--- src/rtl/stp_pkg.sv ---
package stp_pkg;

    // Block limits.
    localparam int MAX_LENGTH = 512;
    localparam int ADDR_BITS  = 24;
    localparam int LEN_W      = 10;
    localparam int CAP_W      = ADDR_BITS + 1;

    // Effective register ranges.
    localparam logic [4:0] CAP_LOG2_MIN  = 5'd7;
    localparam logic [4:0] CAP_LOG2_MAX  = 5'(ADDR_BITS);
    localparam logic [3:0] PAGE_LOG2_MIN = 4'd4;
    localparam logic [3:0] PAGE_LOG2_MAX = 4'd9;

    // Register reset values.
    localparam logic [4:0] CAP_LOG2_RST  = 5'd15;
    localparam logic [3:0] PAGE_LOG2_RST = 4'd6;

    // Configuration register indexes.
    localparam logic [1:0] CFG_CAPACITY  = 2'd0;
    localparam logic [1:0] CFG_PAGE_SIZE = 2'd1;

    // SPI command bytes and the folded address bit.
    localparam logic [7:0] OP_READ  = 8'h03;
    localparam logic [7:0] OP_WRITE = 8'h02;
    localparam logic [7:0] OP_A8    = 8'h08;

    // Request kinds on the input side.
    localparam logic CMD_READ  = 1'b0;
    localparam logic CMD_WRITE = 1'b1;

    // Result kinds.
    typedef enum logic [1:0] {
        KIND_REJECT = 2'd0,
        KIND_READ   = 2'd1,
        KIND_WRITE  = 2'd2
    } t_kind;

    // One classified request, handed from the front to the back.
    typedef struct packed {
        t_kind                  kind;
        logic [ADDR_BITS-1:0]   addr;
        logic [LEN_W-1:0]       total;
        logic [1:0]             nab;
        logic                   cap512;
        logic [3:0]             plog;
    } t_plan;

endpackage

--- src/rtl/stp_front.sv ---
module stp_front import stp_pkg::*; (
    input  logic                  i_clk,
    input  logic                  i_rst_n,
    input  logic                  i_cfg_valid,
    input  logic [1:0]            i_cfg_index,
    input  logic [4:0]            i_cfg_data,
    input  logic                  i_cmd,
    input  logic [ADDR_BITS-1:0]  i_addr,
    input  logic [LEN_W-1:0]      i_len,
    output t_plan                 o_plan
);

    logic [4:0]       r_cap_log2;
    logic [3:0]       r_page_log2;
    logic [4:0]       cap_log2;
    logic [3:0]       page_log2;
    logic [CAP_W-1:0] cap;
    logic [CAP_W-1:0] end_addr;
    logic [CAP_W-1:0] tail;
    logic [LEN_W-1:0] len_sat;
    logic             reject;

    // Configuration registers.
    always_ff @(posedge i_clk) begin
        if (!i_rst_n) begin
            r_cap_log2  <= CAP_LOG2_RST;
            r_page_log2 <= PAGE_LOG2_RST;
        end else if (i_cfg_valid) begin
            case (i_cfg_index)
                CFG_CAPACITY:  r_cap_log2  <= i_cfg_data;
                CFG_PAGE_SIZE: r_page_log2 <= i_cfg_data[3:0];
                default: ;
            endcase
        end
    end

    // Saturate the registers into their legal ranges.
    always_comb begin
        cap_log2 = r_cap_log2;
        if (cap_log2 < CAP_LOG2_MIN) cap_log2 = CAP_LOG2_MIN;
        if (cap_log2 > CAP_LOG2_MAX) cap_log2 = CAP_LOG2_MAX;
        page_log2 = r_page_log2;
        if (page_log2 < PAGE_LOG2_MIN) page_log2 = PAGE_LOG2_MIN;
        if (page_log2 > PAGE_LOG2_MAX) page_log2 = PAGE_LOG2_MAX;
    end

    // Classify the request and clip its length to the end of the part.
    always_comb begin
        cap      = CAP_W'(1) << cap_log2;
        len_sat  = (i_len > LEN_W'(MAX_LENGTH)) ? LEN_W'(MAX_LENGTH) : i_len;
        reject   = ({1'b0, i_addr} >= cap) || (i_len == '0);
        end_addr = {1'b0, i_addr} + CAP_W'(len_sat);
        tail     = cap - {1'b0, i_addr};

        o_plan.addr   = i_addr;
        o_plan.total  = (end_addr <= cap) ? len_sat : tail[LEN_W-1:0];
        o_plan.cap512 = (cap_log2 == 5'd9);
        o_plan.plog   = page_log2;
        if (cap_log2 <= 5'd9)       o_plan.nab = 2'd1;
        else if (cap_log2 <= 5'd16) o_plan.nab = 2'd2;
        else                        o_plan.nab = 2'd3;

        if (reject)                   o_plan.kind = KIND_REJECT;
        else if (i_cmd == CMD_WRITE)  o_plan.kind = KIND_WRITE;
        else                          o_plan.kind = KIND_READ;
    end

endmodule

--- src/rtl/stp_queue.sv ---
module stp_queue import stp_pkg::*; (
    input  logic   i_clk,
    input  logic   i_rst_n,
    input  logic   i_push,
    input  t_plan  i_data,
    output logic   o_full,
    input  logic   i_pop,
    output logic   o_valid,
    output t_plan  o_data
);

    t_plan      r_mem [2];
    logic       r_wp;
    logic       r_rp;
    logic [1:0] r_cnt;
    logic       push;
    logic       pop;

    assign o_full  = (r_cnt == 2'd2);
    assign o_valid = (r_cnt != 2'd0);
    assign o_data  = r_mem[r_rp];
    assign push    = i_push && !o_full;
    assign pop     = i_pop && o_valid;

    // Storage of the two entries.
    always_ff @(posedge i_clk) begin
        if (push) r_mem[r_wp] <= i_data;
    end

    // Pointers and fill count.
    always_ff @(posedge i_clk) begin
        if (!i_rst_n) begin
            r_wp  <= 1'b0;
            r_rp  <= 1'b0;
            r_cnt <= 2'd0;
        end else begin
            if (push) r_wp <= ~r_wp;
            if (pop)  r_rp <= ~r_rp;
            r_cnt <= r_cnt + 2'(push) - 2'(pop);
        end
    end

endmodule

--- src/rtl/stp_back.sv ---
module stp_back import stp_pkg::*; (
    input  logic                  i_clk,
    input  logic                  i_rst_n,
    input  logic                  i_valid,
    input  t_plan                 i_plan,
    output logic                  o_pop,
    output logic                  o_valid,
    input  logic                  i_ready,
    output t_kind                 o_kind,
    output logic [7:0]            o_opcode,
    output logic [1:0]            o_nab,
    output logic [ADDR_BITS-1:0]  o_addr,
    output logic [LEN_W-1:0]      o_count,
    output logic                  o_last
);

    logic                  r_busy;
    t_plan                 r_plan;
    logic [ADDR_BITS-1:0]  r_addr;
    logic [LEN_W-1:0]      r_rem;
    logic                  r_ovalid;
    t_kind                 r_okind;
    logic [7:0]            r_oop;
    logic [1:0]            r_onab;
    logic [ADDR_BITS-1:0]  r_oaddr;
    logic [LEN_W-1:0]      r_ocnt;
    logic                  r_olast;

    logic                  emit;
    logic [LEN_W-1:0]      page;
    logic [LEN_W-1:0]      off;
    logic [LEN_W-1:0]      room;
    logic [LEN_W-1:0]      n;
    logic                  fin;
    logic [ADDR_BITS-1:0]  amask;
    logic [7:0]            op;

    assign o_pop = !r_busy && i_valid;
    assign emit  = r_busy && (!r_ovalid || i_ready);

    // For a write, split the remaining bytes at the next page boundary.
    always_comb begin
        page = LEN_W'(1) << r_plan.plog;
        off  = r_addr[LEN_W-1:0] & (page - LEN_W'(1));
        room = page - off;
        if (r_plan.kind == KIND_WRITE) begin
            fin = (r_rem <= room);
            n   = fin ? r_rem : room;
        end else begin
            fin = 1'b1;
            n   = r_rem;
        end
        case (r_plan.nab)
            2'd1:    amask = ADDR_BITS'(24'h0000FF);
            2'd2:    amask = ADDR_BITS'(24'h00FFFF);
            default: amask = {ADDR_BITS{1'b1}};
        endcase
        op = (r_plan.kind == KIND_WRITE) ? OP_WRITE : OP_READ;
        if (r_plan.cap512 && r_addr[8]) op = op | OP_A8;
    end

    // Request sequencer state.
    always_ff @(posedge i_clk) begin
        if (!i_rst_n) begin
            r_busy <= 1'b0;
        end else if (o_pop) begin
            r_busy <= 1'b1;
        end else if (emit && fin) begin
            r_busy <= 1'b0;
        end
    end

    // Working address and remaining length.
    always_ff @(posedge i_clk) begin
        if (o_pop) begin
            r_plan <= i_plan;
            r_addr <= i_plan.addr;
            r_rem  <= i_plan.total;
        end else if (emit) begin
            r_addr <= r_addr + ADDR_BITS'(n);
            r_rem  <= r_rem - n;
        end
    end

    // Output register valid flag.
    always_ff @(posedge i_clk) begin
        if (!i_rst_n) begin
            r_ovalid <= 1'b0;
        end else if (emit) begin
            r_ovalid <= 1'b1;
        end else if (i_ready) begin
            r_ovalid <= 1'b0;
        end
    end

    // Output register payload.
    always_ff @(posedge i_clk) begin
        if (emit) begin
            r_okind <= r_plan.kind;
            r_olast <= fin;
            if (r_plan.kind == KIND_REJECT) begin
                r_oop   <= '0;
                r_onab  <= '0;
                r_oaddr <= '0;
                r_ocnt  <= '0;
            end else begin
                r_oop   <= op;
                r_onab  <= r_plan.nab;
                r_oaddr <= r_addr & amask;
                r_ocnt  <= n;
            end
        end
    end

    assign o_valid  = r_ovalid;
    assign o_kind   = r_okind;
    assign o_opcode = r_oop;
    assign o_nab    = r_onab;
    assign o_addr   = r_oaddr;
    assign o_count  = r_ocnt;
    assign o_last   = r_olast;

endmodule

--- src/rtl/spi_eeprom_transfer_planner.sv ---
// Serial EEPROM transfer planner. Each request on the slave stream (read or
// write, start address, length) is checked against the configured capacity
// and turned into SPI transaction descriptors on the master stream: one
// reject result for an address past the end or a zero length, one READ
// descriptor for a read, and one WRITE descriptor per page touched for a
// write, with tlast on the final descriptor of the request. The front stage
// classifies a request in the cycle it is taken and parks it in a two-entry
// queue; the back sequencer first loads a request and then emits one
// descriptor per cycle unless the receiver stalls it. Configuration
// writes (index 0 capacity_log2, index 1 page_size_log2) are taken every
// cycle and must only be issued while the block is idle.
module spi_eeprom_transfer_planner import stp_pkg::*; (
    input  logic         i_clk,
    input  logic         i_rst_n,
    // Configuration write channel.
    input  logic         i_cfg_valid,
    output logic         o_cfg_ready,
    input  logic [1:0]   i_cfg_index,
    input  logic [4:0]   i_cfg_data,
    // Request stream.
    input  logic         s_tvalid,
    output logic         s_tready,
    input  logic [39:0]  s_tdata,   // start_address[23:0], length[33:24], zero fill
    input  logic         s_tuser,   // cmd[0]
    // Descriptor stream.
    output logic         m_tvalid,
    input  logic         m_tready,
    output logic [47:0]  m_tdata,   // opcode_byte[7:0], address_bytes[9:8],
                                    // address_field[33:10], byte_count[43:34], zero fill
    output logic [1:0]   m_tuser,   // kind[1:0]
    output logic         m_tlast
);

    t_plan                 f_plan;
    t_plan                 q_plan;
    logic                  q_full;
    logic                  q_valid;
    logic                  q_pop;
    t_kind                 b_kind;
    logic [7:0]            b_op;
    logic [1:0]            b_nab;
    logic [ADDR_BITS-1:0]  b_addr;
    logic [LEN_W-1:0]      b_cnt;

    assign o_cfg_ready = 1'b1;
    assign s_tready    = !q_full;

    // Request classification and configuration registers.
    stp_front u_front (
        .i_clk       (i_clk),
        .i_rst_n     (i_rst_n),
        .i_cfg_valid (i_cfg_valid),
        .i_cfg_index (i_cfg_index),
        .i_cfg_data  (i_cfg_data),
        .i_cmd       (s_tuser),
        .i_addr      (s_tdata[23:0]),
        .i_len       (s_tdata[33:24]),
        .o_plan      (f_plan)
    );

    // Queue between classification and sequencing.
    stp_queue u_queue (
        .i_clk   (i_clk),
        .i_rst_n (i_rst_n),
        .i_push  (s_tvalid),
        .i_data  (f_plan),
        .o_full  (q_full),
        .i_pop   (q_pop),
        .o_valid (q_valid),
        .o_data  (q_plan)
    );

    // Page sequencer with output register.
    stp_back u_back (
        .i_clk    (i_clk),
        .i_rst_n  (i_rst_n),
        .i_valid  (q_valid),
        .i_plan   (q_plan),
        .o_pop    (q_pop),
        .o_valid  (m_tvalid),
        .i_ready  (m_tready),
        .o_kind   (b_kind),
        .o_opcode (b_op),
        .o_nab    (b_nab),
        .o_addr   (b_addr),
        .o_count  (b_cnt),
        .o_last   (m_tlast)
    );

    assign m_tdata = {4'b0000, b_cnt, b_addr, b_nab, b_op};
    assign m_tuser = b_kind;

endmodule

--- config.mk ---
export PLATFORM = sky130hd
export DESIGN_NAME = spi_eeprom_transfer_planner
export DESIGN_NICKNAME = d
export VERILOG_FILES = /design/src/rtl/stp_pkg.sv /design/src/rtl/stp_front.sv /design/src/rtl/stp_queue.sv /design/src/rtl/stp_back.sv /design/src/rtl/spi_eeprom_transfer_planner.sv
export SDC_FILE = /design/constraint.sdc
export NUM_CORES = 1
export LEC_CHECK = 0
export BUFFER_PORTS_ARGS = -buffer_cell sky130_fd_sc_hd__buf_2
export CAP_MARGIN = 30
export CORE_ASPECT_RATIO = 0.9
export CORE_MARGIN = 10
export CORE_UTILIZATION = 45
export CTS_CLUSTER_DIAMETER = 120
export DETAILED_ROUTE_END_ITERATION = 10
export GPL_ROUTABILITY_DRIVEN = 1
export GPL_TIMING_DRIVEN = 0
export PLACE_DENSITY = 0.69
export SLEW_MARGIN = 20
export SYNTH_ARGS = -nofsm -noshare
export SYNTH_HDL_FRONTEND = slang
export SYNTH_SLANG_ARGS = --single-unit
export TNS_END_PERCENT = 50
--- constraint.sdc ---
create_clock -name i_clk -period 12.85 [get_ports i_clk]
set_input_delay 1.9275 -clock i_clk [delete_from_list [all_inputs] [get_ports i_clk]]
set_output_delay 1.9275 -clock i_clk [all_outputs]
set_load 0.02 [all_outputs]
## Word level (Yosys, flattened, before mapping)

Memory sizes are Yosys's and may differ from the RTL's. A register that Yosys moved wholly into a read port is not among the register bits.
Cells that the tools add are included.

| operators by class | value |
|---|---|
| $add $sub $neg | 8 |
| order comparisons | 10 |
| equal/unequal tests | 6 |
| shifts and indexed selects | 2 |
| multiplexer cells | 28 |
| bitwise operators | 4 |
| reductions and logical operators | 20 |

Operator list:

| kind | number |
|---|---|
| 2-to-1 mux 10 bit | 6 |
| 2-to-1 mux 24 bit | 2 |
| one-hot mux 24 bit (2 select lines) | 1 |
| subtractor 10 bit | 3 |
| adder 24 x 10 -> 25 bit | 1 |
| >= comparator 24 x 25 -> 1 bit | 1 |
| <= comparator 25 bit | 1 |
| left shift 1 x 5 -> 25 bit, first input constant | 1 |
| adder 24 x 10 -> 24 bit | 1 |
| bitwise AND 24 bit | 1 |
| 2-to-1 mux 4 bit | 3 |
| 2-to-1 mux 1 bit | 11 |
| bitwise AND 10 bit | 1 |
| > comparator 10 bit, second input constant | 1 |
| <= comparator 10 bit | 1 |
| logical NOT 10 bit | 1 |
| 2-to-1 mux 5 bit | 2 |
| left shift 1 x 4 -> 10 bit, first input constant | 1 |
| subtractor 10 x 1 -> 10 bit, second input constant | 1 |
| nonzero test 2 bit | 4 |
| == test 2 bit, second input constant | 3 |
| logical AND 1 bit | 6 |
| 2-to-1 mux 2 bit | 3 |
| == test 5 x 4 -> 1 bit, second input constant | 1 |
| 14 further kinds | 21 |

| storage, ports and cells | value |
|---|---|
| flip-flop bits (word level) | 105 |
| bits in writable memories | 86 |
| input port bits | 53 |
| output and inout bits | 54 |
| word-level logic and storage cells | 98 |
| memories kept | 1 |

Memory list:

| name | words | bits a word | rd ports | clocked after memory_dff | wr ports | RTL line | text |
|---|---|---|---|---|---|---|---|
| u_queue.r_mem | 2 | 43 | 1 | 1 | 1 | stp_queue.sv:12 | `t_plan r_mem [2];` |

## Depth between registers and ports, before layout

| logic depth | value |
|---|---|
| depth after elaboration | 10 |
| gate-level depth with buffers | 37 |
| gate-level depth less buffers | 33 |

## By module

From an unflattened synthesis, not the netlist that was laid out.

| second synthesis, totals | value |
|---|---|
| cells, all modules | 1,127 |
| area, all modules | 12,275.5 um^2 |

By module, submodules not included:

| module | instances | cells an instance | area each (um^2) |
|---|---|---|---|
| stp_back | 1 | 529 | 5,406.4 |
| stp_queue | 1 | 160 | 3,542.1 |
| stp_front | 1 | 430 | 3,278.1 |
| spi_eeprom_transfer_planner | 1 | 8 | 48.8 |

## Least setup slack after synthesis

Ideal clock, no wire load.

| path | value |
|---|---|
| path type | register to register |
| start point | register u_back.r_plan[1] (netlist name) |
| end point | register u_back.r_addr[10] (data pin) |
| arrival | 7.096 ns |
| setup slack | 5.484 ns |
| cell stages (with the launch flop) | 36 |
| buffers on the path | 4 |
| clock period less this slack | 7.366 ns |
| path through | edfxtp_1 > buf_6 > or4b_4 > ha_1 > clkbuf_1 > nor4_1 > a21oi_1 > o21ai_0 > nand2_1 > ha_1 > o21a_1 > o2111ai_4 > a21boi_2 > nor2_1 > xnor2_1 > inv_1 > ha_1 > a21o_1 > a21o_1 > a21oi_1 > o21ai_0 > nand4b_1 > clkbuf_1 > nor2_1 > a21oi_1 > inv_1 > fa_1 > a21o_1 > a21oi_1 > o21bai_1 > a2111oi_0 > o21bai_1 > a21oi_1 > clkbuf_1 > xor2_1 > a21oi_1 |

| on the way | value |
|---|---|
| longest elaborated chain between the ends | 10 |

RTL lines:

| element | RTL line | text |
|---|---|---|
| from (decl) | stp_back.sv:18 | `t_plan r_plan;` |
| from (signal assigned) | stp_back.sv:76 | `r_plan <= i_plan;` |
| left shift 1 x 4 -> 10 bit (*) | stp_back.sv:43 | `page = LEN_W'(1) << r_plan.plog;` |
| subtractor 10 x 1 -> 10 bit | stp_back.sv:44 | `off = r_addr[LEN_W-1:0] & (page - LEN_W'(1));` |
| bitwise AND 10 bit | stp_back.sv:44 |  |
| subtractor 10 bit (*) | stp_back.sv:45 | `room = page - off;` |
| <= comparator 10 bit | stp_back.sv:47 | `fin = (r_rem <= room);` |
| 2-to-1 mux 10 bit (*) | stp_back.sv:48 | `n = fin ? r_rem : room;` |
| 2-to-1 mux 10 bit (*) | stp_back.sv:46 | `if (r_plan.kind == KIND_WRITE) begin` |
| named net u_back.n[1] | stp_back.sv:33 | `logic [LEN_W-1:0] n;` |
| adder 24 x 10 -> 24 bit (*) | stp_back.sv:80 | `r_addr <= r_addr + ADDR_BITS'(n);` |
| 2-to-1 mux 24 bit (*) | stp_back.sv:79 | `end else if (emit) begin` |
| 2-to-1 mux 24 bit (*) | stp_back.sv:75 | `if (o_pop) begin` |
| to (signal assigned) | stp_back.sv:77 | `r_addr <= i_plan.addr;` |
| to (signal assigned) | stp_back.sv:80 |  |
| to (decl) | stp_back.sv:19 | `logic [ADDR_BITS-1:0] r_addr;` |

The timed path passes the listed nets; every way through them passes the cells marked *. The select of a mux whose other input is x is not followed.
A chain may end at the register's enable or synchronous reset.

## Worst setup path in the final report

| path | value |
|---|---|
| start point | register u_back.r_plan[0] (netlist name) |
| end point | register u_back.r_addr[10] (data pin) |

Same word-level chain as after synthesis.

==> flow_summary.toml <==
[routing]
wl_um = 25800
drc = 0
first_pass_iters = 5
vias_per_cell = 5.27
wl_per_cell_um = 16.6
drtIter0Drc = 536
vias = 8201
antenna_left = 0

[clock_network]
ctsLongestPathBuffers = 2
clk_latency_ns = 0.44
numCtsBuffers = 17
clk_root_buffer_cell = "clkbuf_16"
cts_resized = 0
postCtsSetupBuffers = 0
cts.sinks = 187
path_clk_slew_ns = 0.07
htree_levels = 4
ctsHoldBuffers = 0
cts_tree = "yes"

[finish]
finalNetCount = 1362
layout-drive-gt1-share = 0.145
area_growth_pct = 14.8
antenna_cells = 0
finalNonFillerCells = 1555
final_util = 0.526
n_fill_cell = 2234

[sta]
setup_slack_ns = 3.89
final.setup.tns_ns = 0
max_slew.worst_pin.slew_ns = 0.907
rsz0062_at_grt = "false"
slew_headroom = 0.393
min_period_ns = 8.96
setup_violations = 0
hold_violations = 0
slew_viol_final = 0
finClkSkew_ns = 0.0128
timing.fmax_ghz = 0.112
fin_crit_sh = 0.698

[worst_hold_path]
worstHoldPathCells = 2
worstHoldEndpoint = "u_back.o_valid$_SDFFE_PN0P_"
hold_start = "u_back.r_busy$_SDFFE_PN0P_"
hp-class = "register to register"

[global_route]
first_global_vias = 7914
track_usage = 0.158
antenna_found_initial = 0
overflow = 0
grt_max_degree = 36
grt_first_pass_wirelength_um = 40800

[floorplanning]
row_count = 55
start_util = 0.458
die_area_um2 = 32400
die_h_um = 172
io-pin-count = 107
die_w_um = 189
coreArea_um2 = 25200

[synthesis]
ys_types = 67
netlist_instances = 1055
ys_seq_elements = 187
ys_seq_area_frac = 0.473
ys.flop_type = "edfxtp_1"
synth_edf_count = 171
syn_area_um2 = 11500
ys_async_sr_fraction = 0
yosys_warnings = 0
synth_area_per_cell_um2 = 10.9

[power_and_ir_drop]
p_clk_frac = 0.158
p_switching_uw = 1380
seq_power_share = 0.319
p_sw_frac = 0.418
p_leak_uw = 0.00542
pwr_density_cell_nw_per_um2 = 249
vdd_drop_max_v = 0.000171
pwr-share-comb = 0.524
total_power_uw = 3290
internal-power_uw = 1920

[setup_path]
r2r-end = "u_back.r_addr[10]$_DFFE_PP_"
cp_slowest_stage_delay_ns = 0.62
critPathCaptureType = "register"
critPathKind = "register to register"
worst-path-buf-inv = 7
slowest_stage = "a2111oi_0"
critPathTopFamily = "compound AO/OA/AOI/OAI gates"
rr_startpoint = "u_back.r_plan[0]$_DFFE_PP_"
cpMostUsedCell = "a21oi_1"
rrSetupSlack_ns = 3.89
cp_max_fo = 10
setup.worst_path.start_class = "register"
required_ns = 13.02
rr_worst_depth = 37
critPathArrivalTime_ns = 9.13

[place]
pre_cts_slack_ns = 4.02
portBuffers = 90
dp.cells = 1522
place_congestion = 0.889
dp_hpwl_um = 20300

[outcome]
status = "finished clean"

[run]
max_cap_violations = 0
-- cell usage in the layout (no fill, tap or decap), drive strengths merged, types with 14 or more instances in the layout --
master,instances
a21o,36
mux2,19
nand3,20
o21ai,44
nand2,64
inv,68
conb,32
nor2,52
nor2b,42
a211oi,20
and3,19
xnor2,34
xor2,25
dfxtp,16
and2,31
buf,110
edfxtp,171
a31oi,14
nor3,14
nand2b,16
a21oi,65
clkbuf,47
ha,105
mux2i,36
-- layer usage --
| metal | vias up | track usage | wire (um) |
|---|---|---|---|
| met5 | - | 0 | 0 |
| met4 | 0 | 0.0424 | 239 |
| met3 | 19 | 0.0290 | 1320 |
| met2 | 190 | 0.259 | 11900 |
| met1 | 3853 | 0.211 | 12400 |
| li1 | 4139 | - | - |
-- synthesized netlist by cell type, drive strengths merged (31+ instances only) --
cell	n	area share
nor2	52	0.017
xnor2	34	0.026
o21ai	44	0.019
inv	60	0.020
nor2b	42	0.023
edfxtp	171	0.45
a21o	36	0.023
mux2i	36	0.031
a21oi	65	0.028
and2	31	0.017
nand2	64	0.021
ha	105	0.11
-- state kept, by name (all words and copies together) (netlist names), 4 cells and up, named ones only --
name	flops
u_back.o_count	10
u_back.r_rem	10
u_front.r_cap_log2	5
u_back.o_addr	24
u_back.r_addr	24
u_queue.r_mem	86
u_front.r_page_log2	4
u_back.r_plan	9
-- power groups by stage --
stage                     registers [uW]  logic, uW  clock network [uW]
after floorplan                     1080       1230                   0
after global placement              1070       1640                   0
after global routing                1070       1920                 553
after detailed placement            1060       1700                   0
after CTS                           1050       1720                 530
final                               1050       1720                 520
-- worst max path at each step --
stage,startpoint,depth (start not counted),to
2_1_floorplan,u_back.r_plan[1]$_DFFE_PP_,35,u_back.r_addr[10]$_DFFE_PP_
3_3_place_gp,u_back.r_plan[0]$_DFFE_PP_,37,u_back.r_addr[10]$_DFFE_PP_
3_5_place_dp,u_back.r_plan[0]$_DFFE_PP_,37,u_back.r_addr[20]$_DFFE_PP_
4_1_cts,u_back.r_plan[0]$_DFFE_PP_,37,u_back.r_addr[20]$_DFFE_PP_
5_1_grt,u_back.r_plan[0]$_DFFE_PP_,37,u_back.r_addr[10]$_DFFE_PP_
6_report,u_back.r_plan[0]$_DFFE_PP_,37,u_back.r_addr[10]$_DFFE_PP_
-- final cells by class --
type | instances | area, um^2 | area share
multi-input combinational | 794 | 5770 | 0.436
sequential | 187 | 5460 | 0.412
timing repair buffer | 96 | 554 | 0.0419
clock buffer | 18 | 450 | 0.0340
tap | 342 | 428 | 0.0323
inverter | 61 | 229 | 0.0173
buffer | 43 | 209 | 0.0158
clock inverter | 14 | 146 | 0.0111
-- worst min-delay path, cell delays in order (launching register included) --
cell      delay, ns
dfxtp_1        0.32
inv_1          0.06
a21boi_0       0.06
-- cell families after synthesis --
group | Yosys count | synth area share
AO/OA/AOI/OAI | 226 | 0.127
buffers and inverters | 104 | 0.0380
flip-flops | 187 | 0.473
XOR/XNOR | 59 | 0.0448
adder cells (fa/ha/maj) | 109 | 0.121
multiplexers | 55 | 0.0498
other | 2 | 0.000651
AND/OR/NAND/NOR | 313 | 0.146
-- stage by stage --
step                cell area [um^2]  hold slack [ns]
floorplan                      11600            0.451
global placement               12500            0.479
detailed placement             12600            0.482
CTS                            13200            0.494
global route                   13200            0.553
finish                         13200            0.490
Power figures use the tool's default switching activity.
